$ cat config.mk
export PLATFORM = sky130hd
export DESIGN_NAME = batch_job_dispatcher_flat
export DESIGN_NICKNAME = d
export VERILOG_FILES = /design/src/rtl/bjd_pkg.sv /design/src/rtl/bjd_if.sv /design/src/rtl/bjd_ctrl.sv /design/src/rtl/bjd_datapath.sv /design/src/rtl/batch_job_dispatcher.sv /design/src/flat_wrapper.sv
export VERILOG_INCLUDE_DIRS = /design/src /design/src/rtl
export SDC_FILE = /design/constraint.sdc
export NUM_CORES = 1
export LEC_CHECK = 0
export BUFFER_PORTS_ARGS = -buffer_cell sky130_fd_sc_hd__buf_2
export CORE_UTILIZATION = 51
export DETAILED_ROUTE_END_ITERATION = 10
export GPL_TIMING_DRIVEN = 0
export PLACE_DENSITY = 0.68
export SLEW_MARGIN = 10
export SYNTH_ARGS = -nofsm -noshare
export SYNTH_HDL_FRONTEND = slang
export SYNTH_SLANG_ARGS = --single-unit
$ cat constraint.sdc
create_clock -name clk -period 8.6 [get_ports clk]
set_clock_uncertainty 0.05 [all_clocks]
set_input_delay 0.43 -clock clk [delete_from_list [all_inputs] [get_ports clk]]
set_output_delay 0.43 -clock clk [all_outputs]
set_load 0.03 [all_outputs]
$ cat src/rtl/batch_job_dispatcher_assert.svh
// Assertion macros for the batch job dispatcher.
// Included by the RTL files that carry concurrent assertions; no dependencies.
`ifndef BATCH_JOB_DISPATCHER_ASSERT_SVH
`define BATCH_JOB_DISPATCHER_ASSERT_SVH
`ifndef SYNTHESIS
// Same-cycle implication, disabled during reset.
`define BJD_ASSERT_IMP(label, clk, rst, ante, cons) \
  label: assert property (@(posedge clk) disable iff (rst) (ante) |-> (cons)) \
    else $error("batch job dispatcher assertion failed");
// Next-cycle implication, disabled during reset.
`define BJD_ASSERT_NEXT(label, clk, rst, ante, cons) \
  label: assert property (@(posedge clk) disable iff (rst) (ante) |=> (cons)) \
    else $error("batch job dispatcher assertion failed");
`else
`define BJD_ASSERT_IMP(label, clk, rst, ante, cons)
`define BJD_ASSERT_NEXT(label, clk, rst, ante, cons)
`endif
`endif

$ cat src/rtl/bjd_pkg.sv
// Shared types, codes and sizes of the batch job dispatcher.
// No dependencies; every other RTL file but the assertion header imports this package.
`default_nettype none

package bjd_pkg;

  localparam int MAX_PROCS   = 32;
  localparam int STACK_DEPTH = 32;
  localparam int RANK_LIMIT  = (MAX_PROCS < STACK_DEPTH) ? MAX_PROCS : STACK_DEPTH;

  localparam int JOB_W  = 31;
  localparam int PROC_W = 6;
  localparam int WID_W  = 5;
  localparam int CNT_W  = $clog2(STACK_DEPTH + 1);
  localparam int SP_W   = $clog2(STACK_DEPTH);
  localparam int CMD_W  = 2;
  localparam int KIND_W = 2;
  localparam int ERR_W  = 2;
  localparam int IDX_W  = 2;

  typedef enum logic [CMD_W-1:0] {
    CMD_START       = 2'd0,
    CMD_DONE        = 2'd1,
    CMD_RELEASE_ALL = 2'd2
  } cmd_code_t;

  typedef enum logic [KIND_W-1:0] {
    KIND_JOB      = 2'd0,
    KIND_RELEASE  = 2'd1,
    KIND_FINISHED = 2'd2,
    KIND_ERROR    = 2'd3
  } kind_t;

  typedef enum logic [ERR_W-1:0] {
    ERR_NONE       = 2'd0,
    ERR_NO_WORKERS = 2'd1,
    ERR_STARTED    = 2'd2
  } err_code_t;

  typedef enum logic [IDX_W-1:0] {
    REG_JOB_COUNT     = 2'd0,
    REG_BATCH_LIMIT   = 2'd1,
    REG_PROCESS_COUNT = 2'd2
  } reg_index_t;

  typedef enum logic [2:0] {
    S_IDLE,
    S_ERROR,
    S_FILL,
    S_RELEASE,
    S_ASSIGN,
    S_REL_ALL
  } state_t;

  // Controller to datapath.
  typedef struct packed {
    logic      start_load;
    logic      err_set;
    err_code_t err_code;
    logic      done_push;
    logic      fill_push;
    logic      rel_all_load;
    logic      run_clear;
    logic      emit_release;
    logic      emit_assign;
    logic      emit_finish;
    logic      emit_error;
    logic      last;
  } ctrl_cmd_t;

  // Datapath to controller.
  typedef struct packed {
    logic started;
    logic no_workers;
    logic done_ok;
    logic fill_more;
    logic rel_more;
    logic rel_last;
    logic have_work;
    logic assign_last;
    logic all_done;
    logic out_free;
  } dp_stat_t;

endpackage

`default_nettype wire

$ cat src/rtl/bjd_if.sv
// Handshake channels of the batch job dispatcher: requests, messages, config.
// Depends on bjd_pkg for field widths.
`default_nettype none

interface bjd_req_if import bjd_pkg::*; ();
  logic             valid;
  logic             ready;
  logic [CMD_W-1:0] command;
  logic [WID_W-1:0] worker_id;

  modport source (output valid, command, worker_id, input ready);
  modport sink   (input valid, command, worker_id, output ready);
endinterface

interface bjd_msg_if import bjd_pkg::*; ();
  logic              valid;
  logic              ready;
  logic [KIND_W-1:0] kind;
  logic [WID_W-1:0]  dest_worker;
  logic [JOB_W-1:0]  job_first;
  logic [JOB_W-1:0]  job_end;
  logic [ERR_W-1:0]  error_code;
  logic              last;

  modport source (output valid, kind, dest_worker, job_first, job_end, error_code, last,
                  input ready);
  modport sink   (input valid, kind, dest_worker, job_first, job_end, error_code, last,
                  output ready);
endinterface

interface bjd_cfg_if import bjd_pkg::*; ();
  logic             valid;
  logic             ready;
  logic [IDX_W-1:0] index;
  logic [JOB_W-1:0] data;

  modport source (output valid, index, data, input ready);
  modport sink   (input valid, index, data, output ready);
endinterface

`default_nettype wire

$ cat src/rtl/bjd_ctrl.sv
// Sequencer of the batch job dispatcher: decodes requests and steps the datapath.
// Depends on bjd_pkg and the request channel in bjd_if.
`default_nettype none

module bjd_ctrl import bjd_pkg::*; (
  input  logic       clk,
  input  logic       rst,
  bjd_req_if.sink    req,
  input  dp_stat_t   stat,
  output ctrl_cmd_t  cmd
);

  state_t state, state_next;

  always_ff @(posedge clk) begin
    if (rst) begin
      state <= S_IDLE;
    end else begin
      state <= state_next;
    end
  end

  assign req.ready = (state == S_IDLE);

  always_comb begin
    state_next = state;
    cmd        = '0;
    cmd.err_code = ERR_NONE;
    unique case (state)
      S_IDLE: begin
        if (req.valid) begin
          unique case (req.command)
            CMD_START: begin
              if (stat.started) begin
                cmd.err_set  = 1'b1;
                cmd.err_code = ERR_STARTED;
                state_next   = S_ERROR;
              end else if (stat.no_workers) begin
                cmd.err_set  = 1'b1;
                cmd.err_code = ERR_NO_WORKERS;
                state_next   = S_ERROR;
              end else begin
                cmd.start_load = 1'b1;
                state_next     = S_FILL;
              end
            end
            CMD_DONE: begin
              if (stat.done_ok) begin
                cmd.done_push = 1'b1;
                state_next    = S_ASSIGN;
              end
            end
            CMD_RELEASE_ALL: begin
              if (stat.started) begin
                cmd.rel_all_load = 1'b1;
                state_next       = S_REL_ALL;
              end
            end
            default: ;
          endcase
        end
      end
      S_ERROR: begin
        if (stat.out_free) begin
          cmd.emit_error = 1'b1;
          cmd.last       = 1'b1;
          state_next     = S_IDLE;
        end
      end
      S_FILL: begin
        if (stat.fill_more) begin
          cmd.fill_push = 1'b1;
        end else begin
          state_next = S_RELEASE;
        end
      end
      // Releases at start are never the final word: assignments or the
      // finished word always follow them.
      S_RELEASE: begin
        if (stat.rel_more) begin
          if (stat.out_free) begin
            cmd.emit_release = 1'b1;
          end
        end else begin
          state_next = S_ASSIGN;
        end
      end
      S_ASSIGN: begin
        if (stat.have_work) begin
          if (stat.out_free) begin
            cmd.emit_assign = 1'b1;
            cmd.last        = stat.assign_last;
            if (stat.assign_last) begin
              state_next = S_IDLE;
            end
          end
        end else if (stat.all_done) begin
          if (stat.out_free) begin
            cmd.emit_finish = 1'b1;
            cmd.last        = 1'b1;
            state_next      = S_IDLE;
          end
        end else begin
          state_next = S_IDLE;
        end
      end
      S_REL_ALL: begin
        if (stat.rel_more) begin
          if (stat.out_free) begin
            cmd.emit_release = 1'b1;
            cmd.last         = stat.rel_last;
            if (stat.rel_last) begin
              cmd.run_clear = 1'b1;
              state_next    = S_IDLE;
            end
          end
        end else begin
          cmd.run_clear = 1'b1;
          state_next    = S_IDLE;
        end
      end
      default: state_next = S_IDLE;
    endcase
  end

endmodule

`default_nettype wire

$ cat src/rtl/bjd_datapath.sv
// Datapath of the batch job dispatcher: config registers, idle-worker stack,
// job counters and the output word register. Depends on bjd_pkg, bjd_if and the assertion header.
`default_nettype none
`include "batch_job_dispatcher_assert.svh"

module bjd_datapath import bjd_pkg::*; (
  input  logic             clk,
  input  logic             rst,
  bjd_cfg_if.sink          cfg,
  input  logic [WID_W-1:0] worker_id,
  input  ctrl_cmd_t        cmd,
  output dp_stat_t         stat,
  bjd_msg_if.source        msg
);

  localparam int SUM_W = CNT_W + 1;

  // Configuration registers.
  logic [JOB_W-1:0]  job_count;
  logic [JOB_W-1:0]  batch_limit;
  logic [PROC_W-1:0] process_count;

  // Run state.
  logic [WID_W-1:0]  idle_stack [STACK_DEPTH];
  logic [CNT_W-1:0]  stack_count;
  logic [JOB_W-1:0]  next_job;
  logic [JOB_W-1:0]  jobs_left;
  logic [CNT_W-1:0]  busy_count;
  logic [JOB_W-1:0]  effective_split;
  logic              started;
  logic [PROC_W-1:0] idx;
  logic [PROC_W-1:0] active;
  err_code_t         err_code;

  logic [PROC_W-1:0] ranks;
  logic [PROC_W-1:0] workers;
  logic [PROC_W-1:0] active_calc;
  logic [JOB_W-1:0]  split_nz;
  logic [JOB_W-1:0]  split_calc;
  logic [JOB_W-1:0]  batch;
  logic [CNT_W-1:0]  stack_top;
  logic [WID_W-1:0]  top_worker;
  logic [SUM_W-1:0]  worker_sum;
  logic              out_free;
  logic              emit_any;

  assign cfg.ready = 1'b1;

  always_ff @(posedge clk) begin
    if (rst) begin
      job_count     <= '0;
      batch_limit   <= JOB_W'(1);
      process_count <= PROC_W'(1);
    end else if (cfg.valid) begin
      unique case (cfg.index)
        REG_JOB_COUNT:     job_count     <= cfg.data;
        REG_BATCH_LIMIT:   batch_limit   <= cfg.data;
        REG_PROCESS_COUNT: process_count <= cfg.data[PROC_W-1:0];
        default: ;
      endcase
    end
  end

  // Rank count is read live and capped at what the stack can hold.
  assign ranks   = (process_count > PROC_W'(RANK_LIMIT)) ? PROC_W'(RANK_LIMIT) : process_count;
  assign workers = ranks - PROC_W'(1);
  assign active_calc = (job_count < JOB_W'(workers)) ? job_count[PROC_W-1:0] : workers;

  // A zero batch limit, or a job count below the limit, falls back to single-job batches.
  assign split_nz   = (batch_limit == '0) ? JOB_W'(1) : batch_limit;
  assign split_calc = (job_count < split_nz) ? JOB_W'(1) : split_nz;

  assign batch      = (jobs_left < effective_split) ? jobs_left : effective_split;
  assign stack_top  = stack_count - CNT_W'(1);
  assign top_worker = idle_stack[stack_top[SP_W-1:0]];

  always_ff @(posedge clk) begin
    if (cmd.fill_push) begin
      idle_stack[stack_count[SP_W-1:0]] <= idx[WID_W-1:0];
    end else if (cmd.done_push) begin
      idle_stack[stack_count[SP_W-1:0]] <= worker_id;
    end
  end

  always_ff @(posedge clk) begin
    if (rst) begin
      stack_count     <= '0;
      next_job        <= '0;
      jobs_left       <= '0;
      busy_count      <= '0;
      effective_split <= JOB_W'(1);
      started         <= 1'b0;
      idx             <= '0;
      active          <= '0;
    end else begin
      if (cmd.start_load) begin
        active          <= active_calc;
        idx             <= PROC_W'(1);
        stack_count     <= '0;
        effective_split <= split_calc;
        next_job        <= '0;
        jobs_left       <= job_count;
        busy_count      <= '0;
        started         <= 1'b1;
      end else if (cmd.fill_push) begin
        stack_count <= stack_count + CNT_W'(1);
        idx         <= idx + PROC_W'(1);
      end else if (cmd.done_push) begin
        stack_count <= stack_count + CNT_W'(1);
        busy_count  <= busy_count - CNT_W'(1);
      end else if (cmd.emit_assign) begin
        stack_count <= stack_top;
        next_job    <= next_job + batch;
        jobs_left   <= jobs_left - batch;
        busy_count  <= busy_count + CNT_W'(1);
      end else if (cmd.rel_all_load) begin
        idx <= PROC_W'(1);
      end else if (cmd.emit_release) begin
        idx <= idx + PROC_W'(1);
      end
      if (cmd.run_clear) begin
        stack_count <= '0;
        next_job    <= '0;
        jobs_left   <= '0;
        busy_count  <= '0;
        started     <= 1'b0;
      end
    end
  end

  always_ff @(posedge clk) begin
    if (cmd.err_set) begin
      err_code <= cmd.err_code;
    end
  end

  // Output word register.
  assign out_free = !msg.valid || msg.ready;
  assign emit_any = cmd.emit_release || cmd.emit_assign || cmd.emit_finish || cmd.emit_error;

  always_ff @(posedge clk) begin
    if (rst) begin
      msg.valid <= 1'b0;
    end else if (emit_any) begin
      msg.valid <= 1'b1;
    end else if (msg.ready) begin
      msg.valid <= 1'b0;
    end
  end

  always_ff @(posedge clk) begin
    if (emit_any) begin
      msg.dest_worker <= '0;
      msg.job_first   <= '0;
      msg.job_end     <= '0;
      msg.error_code  <= ERR_NONE;
      msg.last        <= cmd.last;
      if (cmd.emit_assign) begin
        msg.kind        <= KIND_JOB;
        msg.dest_worker <= top_worker;
        msg.job_first   <= next_job;
        msg.job_end     <= next_job + batch;
      end else if (cmd.emit_release) begin
        msg.kind        <= KIND_RELEASE;
        msg.dest_worker <= idx[WID_W-1:0];
      end else if (cmd.emit_finish) begin
        msg.kind <= KIND_FINISHED;
      end else begin
        msg.kind       <= KIND_ERROR;
        msg.error_code <= err_code;
      end
    end
  end

  always_comb begin
    stat             = '0;
    stat.started     = started;
    stat.no_workers  = (ranks < PROC_W'(2));
    stat.done_ok     = started && (worker_id != '0) && ({1'b0, worker_id} < ranks)
                       && (busy_count != '0) && (stack_count < CNT_W'(STACK_DEPTH));
    stat.fill_more   = (idx <= active);
    stat.rel_more    = (idx < ranks);
    stat.rel_last    = (idx == workers);
    stat.have_work   = (jobs_left != '0) && (stack_count != '0);
    stat.assign_last = (jobs_left == batch) || (stack_count == CNT_W'(1));
    stat.all_done    = (jobs_left == '0) && (busy_count == '0);
    stat.out_free    = out_free;
  end

  assign worker_sum = SUM_W'(stack_count) + SUM_W'(busy_count);

  `BJD_ASSERT_IMP(a_not_started_empty, clk, rst, !started, (jobs_left == '0) && (busy_count == '0))
  `BJD_ASSERT_IMP(a_worker_bound, clk, rst, started, worker_sum < SUM_W'(STACK_DEPTH))
  `BJD_ASSERT_IMP(a_emit_slot, clk, rst, emit_any, out_free)
  `BJD_ASSERT_NEXT(a_batch_ok, clk, rst, cmd.emit_assign, msg.valid && msg.job_end > msg.job_first)

endmodule

`default_nettype wire

$ cat src/rtl/batch_job_dispatcher.sv
// Top level of the batch job dispatcher: sequencer plus datapath.
// Depends on bjd_pkg, bjd_if, bjd_ctrl and bjd_datapath.
//
//   channel  dir  word
//   req      in   command, worker_id
//   msg      out  kind, dest_worker, job_first, job_end, error_code, last
//   cfg      in   index, data (job count, batch limit, process count)
//
// One word leaves per cycle at most; a request is taken only when the sequencer
// is idle. A start fills the idle-worker stack, sends a release to each worker left
// without work, then hands out batches or sends the finished word. A done report
// pushes the worker and goes on to the assignment state, a start error sends one
// error word, release-all sends a release to every worker, and an ignored request
// sends nothing. A stalled output register holds the sequencer; the next request is taken
// while the final word of the previous one still waits. Reset is synchronous.
`default_nettype none

module batch_job_dispatcher import bjd_pkg::*; (
  input  logic      clk,
  input  logic      rst,
  bjd_req_if.sink   req,
  bjd_msg_if.source msg,
  bjd_cfg_if.sink   cfg
);

  ctrl_cmd_t cmd;
  dp_stat_t  stat;

  bjd_ctrl u_ctrl (
    .clk  (clk),
    .rst  (rst),
    .req  (req),
    .stat (stat),
    .cmd  (cmd)
  );

  bjd_datapath u_datapath (
    .clk       (clk),
    .rst       (rst),
    .cfg       (cfg),
    .worker_id (req.worker_id),
    .cmd       (cmd),
    .stat      (stat),
    .msg       (msg)
  );

endmodule

`default_nettype wire

$ cat src/flat_wrapper.sv
// flat-port wrapper written by rule: the top's interface ports become plain ports
module batch_job_dispatcher_flat import bjd_pkg::*;
  (clk, rst, req_valid, req_command, req_worker_id, req_ready, msg_valid, msg_kind, msg_dest_worker, msg_job_first, msg_job_end, msg_error_code, msg_last, msg_ready, cfg_valid, cfg_index, cfg_data, cfg_ready);
  bjd_req_if req_i ();
  bjd_msg_if msg_i ();
  bjd_cfg_if cfg_i ();
  input  logic clk;
  input  logic rst;
  input wire logic [$bits(req_i.valid)-1:0] req_valid;
  input wire logic [$bits(req_i.command)-1:0] req_command;
  input wire logic [$bits(req_i.worker_id)-1:0] req_worker_id;
  output wire logic [$bits(req_i.ready)-1:0] req_ready;
  output wire logic [$bits(msg_i.valid)-1:0] msg_valid;
  output wire logic [$bits(msg_i.kind)-1:0] msg_kind;
  output wire logic [$bits(msg_i.dest_worker)-1:0] msg_dest_worker;
  output wire logic [$bits(msg_i.job_first)-1:0] msg_job_first;
  output wire logic [$bits(msg_i.job_end)-1:0] msg_job_end;
  output wire logic [$bits(msg_i.error_code)-1:0] msg_error_code;
  output wire logic [$bits(msg_i.last)-1:0] msg_last;
  input wire logic [$bits(msg_i.ready)-1:0] msg_ready;
  input wire logic [$bits(cfg_i.valid)-1:0] cfg_valid;
  input wire logic [$bits(cfg_i.index)-1:0] cfg_index;
  input wire logic [$bits(cfg_i.data)-1:0] cfg_data;
  output wire logic [$bits(cfg_i.ready)-1:0] cfg_ready;
  assign req_i.valid = req_valid;
  assign req_i.command = req_command;
  assign req_i.worker_id = req_worker_id;
  assign req_ready = req_i.ready;
  assign msg_valid = msg_i.valid;
  assign msg_kind = msg_i.kind;
  assign msg_dest_worker = msg_i.dest_worker;
  assign msg_job_first = msg_i.job_first;
  assign msg_job_end = msg_i.job_end;
  assign msg_error_code = msg_i.error_code;
  assign msg_last = msg_i.last;
  assign msg_i.ready = msg_ready;
  assign cfg_i.valid = cfg_valid;
  assign cfg_i.index = cfg_index;
  assign cfg_i.data = cfg_data;
  assign cfg_ready = cfg_i.ready;
  batch_job_dispatcher u_core (.clk(clk), .rst(rst), .req(req_i), .msg(msg_i), .cfg(cfg_i));
endmodule
==> flow_summary.yaml, run 1 <==
run_status:
  status: "finished, final reports clean"
finish:
  multi_input_area_um2: 10800
  num-nets-final: 2577
  final_cell_count_no_fill: 2995
  drive_gt1_share_pct: 12.0
  syn_to_final_growth_pct: 13.3
  diodes: 0
  nFillCells: 3734
  regArea_um2: 10800
power:
  internal-power_uw: 3970
  combPwrFrac_pct: 21.6
  powerDensity_nw_per_um2: 226
  clockPowerShare_pct: 35.8
  p_sw_share_pct: 31.2
  power.switching_uw: 1800
  power_leakage_uw: 0.00991
  pwr-share-seq_pct: 42.6
  vdd.ir_drop.worst_v: 0.000219
sta:
  post-route-min-period_ns: 6.50
  grt_setup_unrepaired: "false"
  setup_viol: 0
  final_hold_viol_count: 0
  worst_slew_pin_slew_ns: 1.17
  post-route-period-util_pct: 75.6
  setup_ws_ns: 2.10
  max_freq_ghz: 0.154
  finalMaxSlewViolations: 0
  relSlewSlack_pct: 21.7
grt:
  grt_max_degree: 33
  first_global_vias: 17300
  grt.overflow.total: 0
  grt_pass1_wl_um: 99000
  grtUsageTotal_pct: 29.0
  grt_antenna_before_repair: 2
min_path:
  holdPathEnd: "u_core.u_datapath.job_count[30]"
  min_path_cells: 3
  holdCritPathClass: "input port to flop"
  hold_path.startpoint: "cfg_data[30]"
synthesis:
  synth_flop_cell: "edfxtp_1"
  async_reset_ff_share_pct: 0
  postSynthCellCount: 2207
  yosys_warnings: 0
  synth_area_per_cell_um2: 10.2
  synth_edf_count: 234
  netlist_area_um2: 22500
  synth_nets: 2409
  synth_cell_type_count: 83
  ys_seq_area_share_pct: 48.1
  synth-seq-cells: 424
setup_path:
  rrSetupSlack_ns: 2.10
  r2r-start: "u_core.u_datapath.jobs_left[27]"
  worstPathRequired_ns: 9.01
  max_stage_delay_ns: 0.60
  cpMaxStageDelayCell: "or4_1"
  start_kind: "flop"
  path_cells: "ha_1, nand4_1, nor4_1, nor4b_1, o21ai_0, and2_1, clkbuf_1, clkbuf_1, buf_1, a21o_1, ha_1, clkbuf_2, nand4_1, nor4_1, o211ai_1, a41oi_1, o221ai_1, or4_1, a21o_1, a21bo_1"
  crit_type: "flop to flop"
  rr_endpoint: "u_core.u_datapath.msg.job_end[30]"
  ff2ff_path_depth: 20
  cp_data_arrival_time_ns: 6.91
  worst_setup_path_end_kind: "flop"
  critPathMaxFanout: 10
place:
  gp_congestion: 0.950
  dp_slack_ns: 2.21
  dp_hpwl_um: 48400
  dp_cells: 2913
  portBuffers: 117
die:
  die_h_um: 212
  core_area_um2: 43300
  start_util_pct: 52.0
  dieArea_um2: 45000
  fp.dieW_um: 212
  boundaryPins: 120
  rows: 76
flow_run:
  max_cap_violations: 0
routing:
  dr.first_iter.drc_count: 1573
  dr_total_vias: 17900
  post_drt_wl_per_cell_um: 21.4
  drc: 0
  routed_wl_um: 64100
  dr.pass1.iters: 6
  antenna_left: 0
  vias_per_cell: 5.97
cts:
  insertion_delay_ns: 0.61
  path_clk_slew_ns: 0.06
  post_cts.repair.setup_buffers: 0
  hold_buffers: 0
  clock_sinks: 424
  ctsLongestPathBuffers: 3
  numCtsBuffers: 45
  cts_resized: 0
  clk_root_buffer_cell: "clkbuf_16"
  h-tree-depth: 2
  cts_tree: "yes"
layout make-up:
cell class	count	share of cell area [%]
buffer	101	1.59
sequential	424	42.5
multi-input combinational	1536	42.2
tap	585	2.87
clock inverter	29	1.57
clock buffer	53	4.62
inverter	146	2.15
timing repair buffer	121	2.56
placed cells by master (no fill, tap or decap), types with 16 or more instances in the layout:
cell         n
a211oi_1    20
a21o_1      62
a21oi_1    181
a22o_1      31
a22oi_1     20
a31oi_1     16
and2_1      40
and3_1      16
buf_2      129
clkbuf_1    85
clkbuf_16   46
dfxtp_1    190
edfxtp_1   234
ha_1       154
inv_1      145
mux2i_1     22
mux4_2      50
nand2_1    255
nand3_1     28
nand4_1     23
nor2_1     196
nor2b_1     16
nor3_1      44
nor4_1      29
o211ai_1    16
o21a_1      18
o21ai_0     65
xnor2_1     41
xor2_1      17
synth_stat cells, drive strengths merged, types with 5 or more instances:
cell    instances  area (µm²)
or3            13        81.3
nand3          28         140
a21o           62         465
nor3           44         220
xor2           17         149
a22o           31         272
ha            154        1930
o22ai          10        62.6
nor2b          16         100
nor4           30         203
o31ai           8        60.1
o21ai          69         357
a221oi          9        78.8
nand4          23         144
nand2         255         957
o211ai         16         120
buf            20        97.6
mux4           50        1130
edfxtp        234        7030
mux2            6        67.6
or2             7        43.8
a211oi         21         163
and4            9        78.8
nor2          197         747
dfxtp         190        3800
mux2i          22         220
a31oi          16         100
and2           41         257
nand3b          9        67.6
a32oi           5        43.8
inv           145         544
a22oi          20         150
a21oi         181         906
or4            10        78.8
clkbuf         81         308
nand2b         11        68.8
xnor2          43         377
and3           16         100
o21a           18         135
worst max path at each step:
| stage | start | endpoint | slack (ns) | depth (start not counted) |
|---|---|---|---|---|
| 2_1_floorplan | u_core.u_ctrl.state[0] | u_core.u_datapath.msg.dest_worker[0] | 1.97 | 4 |
| 6_report | u_core.u_datapath.jobs_left[27] | u_core.u_datapath.msg.job_end[30] | 2.10 | 20 |
| 3_3_place_gp | u_core.u_ctrl.state[0] | u_core.u_datapath.msg.job_first[27] | -0.81 | 4 |
| 5_1_grt | u_core.u_datapath.effective_split[27] | u_core.u_datapath.msg.job_end[30] | 1.64 | 21 |
| 3_5_place_dp | u_core.u_datapath.effective_split[30] | u_core.u_datapath.msg.job_end[30] | 2.21 | 21 |
| 4_1_cts | u_core.u_datapath.effective_split[30] | u_core.u_datapath.msg.job_end[30] | 2.20 | 21 |
routing by layer:
metal | up-vias | share of wire (%) | routed length (µm) | GRT usage, %
li1 | 8414 | - | - | -
met1 | 8682 | 43 | 27600 | 39.1
met2 | 679 | 47 | 30100 | 47.6
met3 | 116 | 7.1 | 4520 | 4.79
met4 | 0 | 2.9 | 1830 | 9.70
met5 | - | 0 | 0 | 0
registers in the layout, summed over array words and instances, names as in the netlist, 5 cells and up:
| signal | cells |
|---|---|
| u_core.u_datapath.msg.dest_worker | 5 |
| u_core.u_datapath.batch_limit | 31 |
| u_core.u_datapath.active | 6 |
| u_core.u_datapath.job_count | 31 |
| u_core.u_datapath.idle_stack | 160 |
| u_core.u_datapath.jobs_left | 31 |
| u_core.u_datapath.next_job | 31 |
| u_core.u_datapath.idx | 6 |
| u_core.u_datapath.stack_count | 6 |
| u_core.u_datapath.msg.job_end | 31 |
| u_core.u_datapath.busy_count | 6 |
| u_core.u_datapath.msg.job_first | 31 |
| u_core.u_datapath.process_count | 6 |
| u_core.u_datapath.effective_split | 31 |
through the flow:
stage | util (%) | hold WS, ns | instance area, µm² | power (µW) | setup TNS, ns
floorplan | - | 0.375 | 22500 | 3370 | 0
global placement | 55.1 | 0.395 | 23800 | 3760 | -56.61
detailed placement | 55.3 | 0.402 | 23900 | 3750 | 0
CTS | 58.9 | 0.0239 | 25500 | 5800 | 0
global route | 58.9 | 0.0425 | 25500 | 5980 | 0
finish | 58.9 | 0.0457 | 25500 | 5770 | 0
kinds of logic after synthesis:
group	Yosys count	synth area share [%]
AOI/OAI and AO/OA	513	14.8
xor gates and xnor gates	61	2.43
adders and majority gates	157	8.83
buffers and inverters	247	4.24
DFF	424	48.1
muxes	78	6.28
other	1	0.0167
and+or+nand+nor	726	15.3
worst max-delay path, delay by kind of cell, from the launching register on:
family / cells / cell delay [ns]
DFF: 1 / 0.37
and+or+nand+nor: 7 / 2.47
AOI/OAI and AO/OA: 7 / 1.99
buffers and inverters: 4 / 0.82
adders and majority gates: 2 / 0.65
power by group through the flow:
stage / Combinational, µW / Clock [µW] / Sequential (µW)
6_report: 1250 / 2070 / 2460
5_1_grt: 1330 / 2170 / 2480
4_1_cts: 1250 / 2090 / 2460
3_5_place_dp: 1240 / 0 / 2500
3_3_place_gp: 1180 / 0 / 2570
2_1_floorplan: 482 / 0 / 2890
No activity file was read; power rests on OpenSTA's default activity.
==> inputs of run 2 (changes only) <==
--- a/config.mk
+++ b/config.mk
@@ -10,7 +10,7 @@
 export CORE_UTILIZATION = 51
 export DETAILED_ROUTE_END_ITERATION = 10
 export GPL_TIMING_DRIVEN = 0
-export PLACE_DENSITY = 0.68
+export PLACE_DENSITY = 0.71
 export SLEW_MARGIN = 10
 export SYNTH_ARGS = -nofsm -noshare
 export SYNTH_HDL_FRONTEND = slang
==> constraint.sdc (replaced) <==
create_clock -name clk -period 5.4 [get_ports clk]
set_clock_uncertainty 0.05 [all_clocks]
set_input_delay 0.27 -clock clk [delete_from_list [all_inputs] [get_ports clk]]
set_output_delay 0.27 -clock clk [all_outputs]
set_load 0.03 [all_outputs]
==> run 2 against run 1 <==
Maximum frequency increased by 21%. Setup slack got worse by 2.1 ns. Sequential power rose by 59%. Sequential share of layout area down 1.0 points. Hold slack better by 0.075 ns. Critical path depth unchanged. Register-to-register slack got worse by 2.1 ns. First-iteration DRC count decreased by 2.6%. Non-clock buffer count rose by 46. Utilization rose by 1.5 points. Die area is the same. Critical path type unchanged. Largest cell class is now multi-input gates. Highest routed layer unchanged.
==> flow_summary.yaml, run 2 (synthesis results as in run 1) <==
setup_path:
  critPathMaxFanout: 10
  cpMaxStageDelayCell: "or4_4"
  crit_family: "compound AO/OA/AOI/OAI gates"
  crit_type: "flop to flop"
  max_stage_delay_ns: 0.55
  path_cells: "ha_1, nand4_1, nor4_4, buf_4, a221o_1, a211oi_4, and2_4, buf_4, nor2_1, a21o_1, ha_1, clkbuf_4, nand4_1, nor4_4, o211ai_1, a41oi_2, o221ai_2, or4_4, a21o_1, a21bo_1"
  cp_num_buf_inv: 3
  start_kind: "flop"
  worstPathRequired_ns: 5.80
  worst_setup_path_end_kind: "flop"
  cp_data_arrival_time_ns: 5.78
place:
  portBuffers: 117
  dp_hpwl_um: 48000
  gp_congestion: 0.952
die:
  rows: 76
  start_util_pct: 52.0
  dieArea_um2: 45000
  core_area_um2: 43300
  boundaryPins: 120
  fp.dieW_um: 212
  die_h_um: 212
finish:
  multi_input_area_um2: 11000
  largest_reg_flops: 160
  diodes: 0
  final_cell_mix: "nand2_1, edfxtp_1, nor2_1"
  layout_commonest_cell: "nand2_1"
  regArea_um2: 10800
  drive_gt1_share_pct: 14.1
  num-nets-final: 2622
  syn_to_final_growth_pct: 16.2
  nFillCells: 3561
sta:
  finalMaxSlewViolations: 0
  post-route-period-util_pct: 99.5
  max_freq_ghz: 0.186
  fin_tns_setup_ns: 0
  relSlewSlack_pct: 22.7
  worst_slew_pin_slew_ns: 1.15
  final_hold_viol_count: 0
  setup_viol: 0
  post-route-min-period_ns: 5.37
  hold_ws_ns: 0.121
  grt_setup_unrepaired: "true"
routing:
  dr_total_vias: 18200
  antenna_left: 0
  dr.first_iter.drc_count: 1532
  vias_per_cell: 5.97
  dr.pass1.iters: 5
  routed_wl_um: 64800
  drc: 0
  post_drt_wl_per_cell_um: 21.3
cts:
  h-tree-depth: 2
  path_clk_slew_ns: 0.07
  clk_root_buffer_cell: "clkbuf_16"
  numCtsBuffers: 44
  cts_tree: "yes"
  insertion_delay_ns: 0.62
  ctsLongestPathBuffers: 3
  clock_sinks: 424
grt:
  grtUsageTotal_pct: 29.5
  grt_max_degree: 33
  grt.overflow.total: 0
  grt_antenna_before_repair: 0
  grt_pass1_wl_um: 101000
  first_global_vias: 18000
run_status:
  status: "finished, final reports clean"
min_path:
  holdCritPathClass: "input port to flop"
flow_run:
  max_cap_violations: 0
power:
  powerDensity_nw_per_um2: 351
  vdd.ir_drop.worst_v: 0.000363
  power_leakage_uw: 0.0102
## run 2: changes by cell type in the layout (fill, tap and decap cells not counted), moves of 4 or more
cell | before | now
o21ai_0 | 65 | 61
clkbuf_1 | 85 | 77
dfxtp_1 | 190 | 181
dlygate4sd3_1 | 0 | 33
buf_4 | 2 | 19
clkbuf_8 | 0 | 5
dfxtp_2 | 0 | 9
## run 2: report_power, final
part	internal [µW]	leakage, µW	switching (µW)
Combinational	623	0.00565	1400
Sequential	3800	0.00378	108
Clock	1890	0.000762	1360
## run 2: area by class of cell
cell class	instances	share of cell area (%)
sequential	424	41.4
inverter	146	2.09
multi-input combinational	1536	41.9
tap	585	2.80
buffer	99	1.65
clock inverter	24	1.37
clock buffer	57	4.59
timing repair buffer	169	4.18
## run 2: layer usage
layer | track usage [%] | vias to the layer above | wire (µm)
met5 | 0 | - | 0
met4 | 11.2 | 0 | 2310
met3 | 4.51 | 161 | 4160
met2 | 49.3 | 708 | 30600
met1 | 38.6 | 8787 | 27700
li1 | - | 8496 | -
## run 2: path summary, 6_finish.rpt
path / startpoint / to / slack, ns / cells past startpoint
max: u_core.u_datapath.jobs_left[19] / u_core.u_datapath.msg.job_end[30] / 0.03 / 20
min: req_worker_id[0] / u_core.u_datapath.idle_stack[28][0] / 0.12 / 3
max reg2reg: u_core.u_datapath.jobs_left[19] / u_core.u_datapath.msg.job_end[30] / 0.03 / 20
min reg2reg: u_core.u_datapath.active[0] / u_core.u_datapath.active[0] / 0.41 / 2
## run 2: tightest hold or removal path, cell delays in order
cell and delay, ns:
buf_2 0.11, nand2_1 0.06, o21ai_2 0.19
## run 2: stage by stage
step	instance area (µm²)	util [%]	worst slack (ns)	std cells	total power (µW)
after floorplan	22500	-	0.386	2207	5350
after detailed placement	23900	55.3	-0.921	2913	5960
after global routing	26200	60.5	-0.130	3040	9510
after global placement	23800	55.1	-1.37	2909	5850
after CTS	25900	59.9	0.00468	3030	9200
final	26200	60.5	0.0257	3040	9190
## run 2: repair_timing
action                     CTS  global route
pin swaps                    8            17
gates resized for setup     22            54
setup buffers                4            11
hold buffers                33             0
setup endpoints to repair   35            40
hold endpoints to repair    68             0
==> inputs of run 3 (changes only) <==
--- a/config.mk
+++ b/config.mk
@@ -6,11 +6,13 @@
 export SDC_FILE = /design/constraint.sdc
 export NUM_CORES = 1
 export LEC_CHECK = 0
-export BUFFER_PORTS_ARGS = -buffer_cell sky130_fd_sc_hd__buf_2
+export CELL_PAD_IN_SITES_DETAIL_PLACEMENT = 0
+export CELL_PAD_IN_SITES_GLOBAL_PLACEMENT = 1
 export CORE_UTILIZATION = 51
 export DETAILED_ROUTE_END_ITERATION = 10
+export DONT_BUFFER_PORTS = 1
 export GPL_TIMING_DRIVEN = 0
-export PLACE_DENSITY = 0.71
+export PLACE_DENSITY_LB_ADDON = 0.1
 export SLEW_MARGIN = 10
 export SYNTH_ARGS = -nofsm -noshare
 export SYNTH_HDL_FRONTEND = slang
==> constraint.sdc (replaced) <==
create_clock -name clk -period 5.06 [get_ports clk]
set_clock_uncertainty 0.05 [all_clocks]
set_input_delay 0.253 -clock clk [delete_from_list [all_inputs] [get_ports clk]]
set_output_delay 0.253 -clock clk [all_outputs]
set_load 0.03 [all_outputs]
==> run 3 against run 2 <==
The run now ends with setup timing left. Register-to-register slack worse by 0.08 ns. Sequential share of layout area is 0.16 points higher. Utilization is 0.25 points lower. First-iteration DRC count is 8.2% lower. Count of clock-buffer cells in the layout is 6 higher. Hold slack worse by 0.060 ns. Routed wire length is 2.2% higher. Global-route usage is 0.23 points higher. Final cell count is 3.1% lower. Critical path depth stayed put. Critical path type unchanged.
==> flow_summary.yaml, run 3 (synthesis results as in run 1) <==
die:
  boundaryPins: 120
  fp.dieW_um: 212
  core_area_um2: 43300
  dieArea_um2: 45000
  start_util_pct: 52.0
  die_h_um: 212
  rows: 76
cts:
  ctsLongestPathBuffers: 3
  numCtsBuffers: 46
  insertion_delay_ns: 0.61
  cts_tree: "yes"
  clock_sinks: 424
  path_clk_slew_ns: 0.07
  clk_root_buffer_cell: "clkbuf_16"
  h-tree-depth: 2
grt:
  busiest_layer: "met2"
  grtUsageMet1_pct: 40.0
  grtUsageTotal_pct: 29.7
  first_global_vias: 17200
  grt_antenna_before_repair: 0
  grt_pass1_wl_um: 101000
  grt_max_degree: 33
  use_met2_pct: 49.2
  grt.overflow.total: 0
  use_met3_pct: 3.55
min_path:
  min_path_cells: 2
  holdCritPathClass: "input port to flop"
routing:
  drc: 0
  vias_per_cell: 5.97
  dr.pass1.iters: 6
  dr.first_iter.drc_count: 1407
  routed_wl_um: 66300
  antenna_left: 0
  dr_total_vias: 17600
  post_drt_wl_per_cell_um: 22.5
sta:
  final_hold_viol_count: 0
  finalMaxSlewViolations: 0
  max_freq_ghz: 0.196
  fin_tns_setup_ns: -0.0525
  worst_slew_pin_slew_ns: 1.24
  setup_viol: 1
  setup_ws_ns: -0.0525
  post-route-min-period_ns: 5.11
  relSlewSlack_pct: 17.0
  post-route-period-util_pct: 101
  grt_setup_unrepaired: "true"
place:
  dp_cells: 2797
  dp_slack_ns: -1.47
  dp_hpwl_um: 49300
  gp_congestion: 0.916
  portBuffers: 0
finish:
  largest_reg_flops: 160
  num-nets-final: 2528
  final_cell_count_no_fill: 2945
  diodes: 0
  final_cell_mix: "nand2_1, edfxtp_1, nor2_1"
  syn_to_final_growth_pct: 15.8
  fin_util_pct: 60.2
  layout_commonest_cell: "nand2_1"
  drive_gt1_share_pct: 12.0
power:
  power_leakage_uw: 0.00986
  powerDensity_nw_per_um2: 367
  vdd.ir_drop.worst_v: 0.000320
flow_run:
  max_cap_violations: 0
setup_path:
  ff2ff_path_depth: 20
  start_kind: "flop"
  worstPathRequired_ns: 5.47
  critPathMaxFanout: 11
  crit_type: "flop to flop"
  cp_data_arrival_time_ns: 5.53
  worst_setup_path_end_kind: "flop"
run_status:
  status: "complete, but fails checks"
  violations: "setup timing"
==> run 3: cell types whose count changed in the layout (fill, tap and decap cells not counted), sizes merged <==
cell / before / now
buf: 160 / 62
clkbuf: 131 / 137
bufinv: 6 / 2
dlygate4sd3: 33 / 36
inv: 149 / 146
clkinvlp: 1 / 3
clkdlybuf4s15: 1 / 0
==> run 3: cell type report <==
cell class              instances  area (µm²)
fillers                      3687       17200
clock buffers                  63        1290
clock inverters                19         219
repair buffers                 74         723
multi-input cells            1536       11200
plain buffers                  98         454
inverters                     146         548
flip-flops and latches        424       10800
well taps                     585         732
==> run 3: final timing paths <==
path | from | end | slack [ns]
max reg2reg | u_core.u_datapath.effective_split[30] | u_core.u_datapath.msg.job_end[30] | -0.05
max | u_core.u_datapath.effective_split[30] | u_core.u_datapath.msg.job_end[30] | -0.05
min reg2reg | u_core.u_datapath.active[2] | u_core.u_datapath.active[2] | 0.43
min | req_worker_id[0] | u_core.u_datapath.idle_stack[1][0] | 0.06
==> run 3: routing by layer <==
| metal | vias to the layer above | routed length, µm |
|---|---|---|
| met3 | 130 | 3370 |
| met1 | 8608 | 29300 |
| met5 | - | 0 |
| met4 | 0 | 2310 |
| li1 | 8295 | - |
| met2 | 541 | 31300 |
==> run 3: timing repair <==
item	in CTS	in global routing
gates resized for setup	66	58
setup endpoints to repair	76	31
buffers inserted	14	18
hold endpoints to repair	69	0
gates cloned	0	1
hold buffers	36	0
pin swaps	24	32
==> run 3: stage by stage <==
| stage | power (µW) | area, µm² | hold slack [ns] |
|---|---|---|---|
| 2_1_floorplan | 5700 | 22500 | 0.324 |
| 4_1_cts | 9580 | 25600 | 0.0410 |
| 3_3_place_gp | 5990 | 23200 | 0.341 |
| 5_1_grt | 9850 | 26100 | 0.0982 |
| 3_5_place_dp | 6170 | 23400 | 0.346 |
| 6_report | 9560 | 26100 | 0.0610 |
==> run 3: report_power, final <==
part | internal (µW) | switching, µW | leakage (µW)
sequential | 4090 | 741 | 0.00378
clock | 1910 | 1450 | 0.000735
combinational | 523 | 843 | 0.00534
==> run 3: worst max-delay path, cell delays in order (launching register included) <==
cell and delay [ns]:
dfxtp_2 0.35, inv_2 0.06, ha_4 0.27, nand4_1 0.20, nor4_4 0.42, nor4b_4 0.31
o21ai_2 0.10, and2_4 0.19, buf_8 0.15, buf_8 0.13, a21o_4 0.23, ha_4 0.26
buf_6 0.10, nand4_1 0.20, nor4_4 0.40, o211ai_1 0.22, a41oi_2 0.25, o221ai_2 0.17
or4_4 0.51, a21o_1 0.20, a21bo_1 0.20
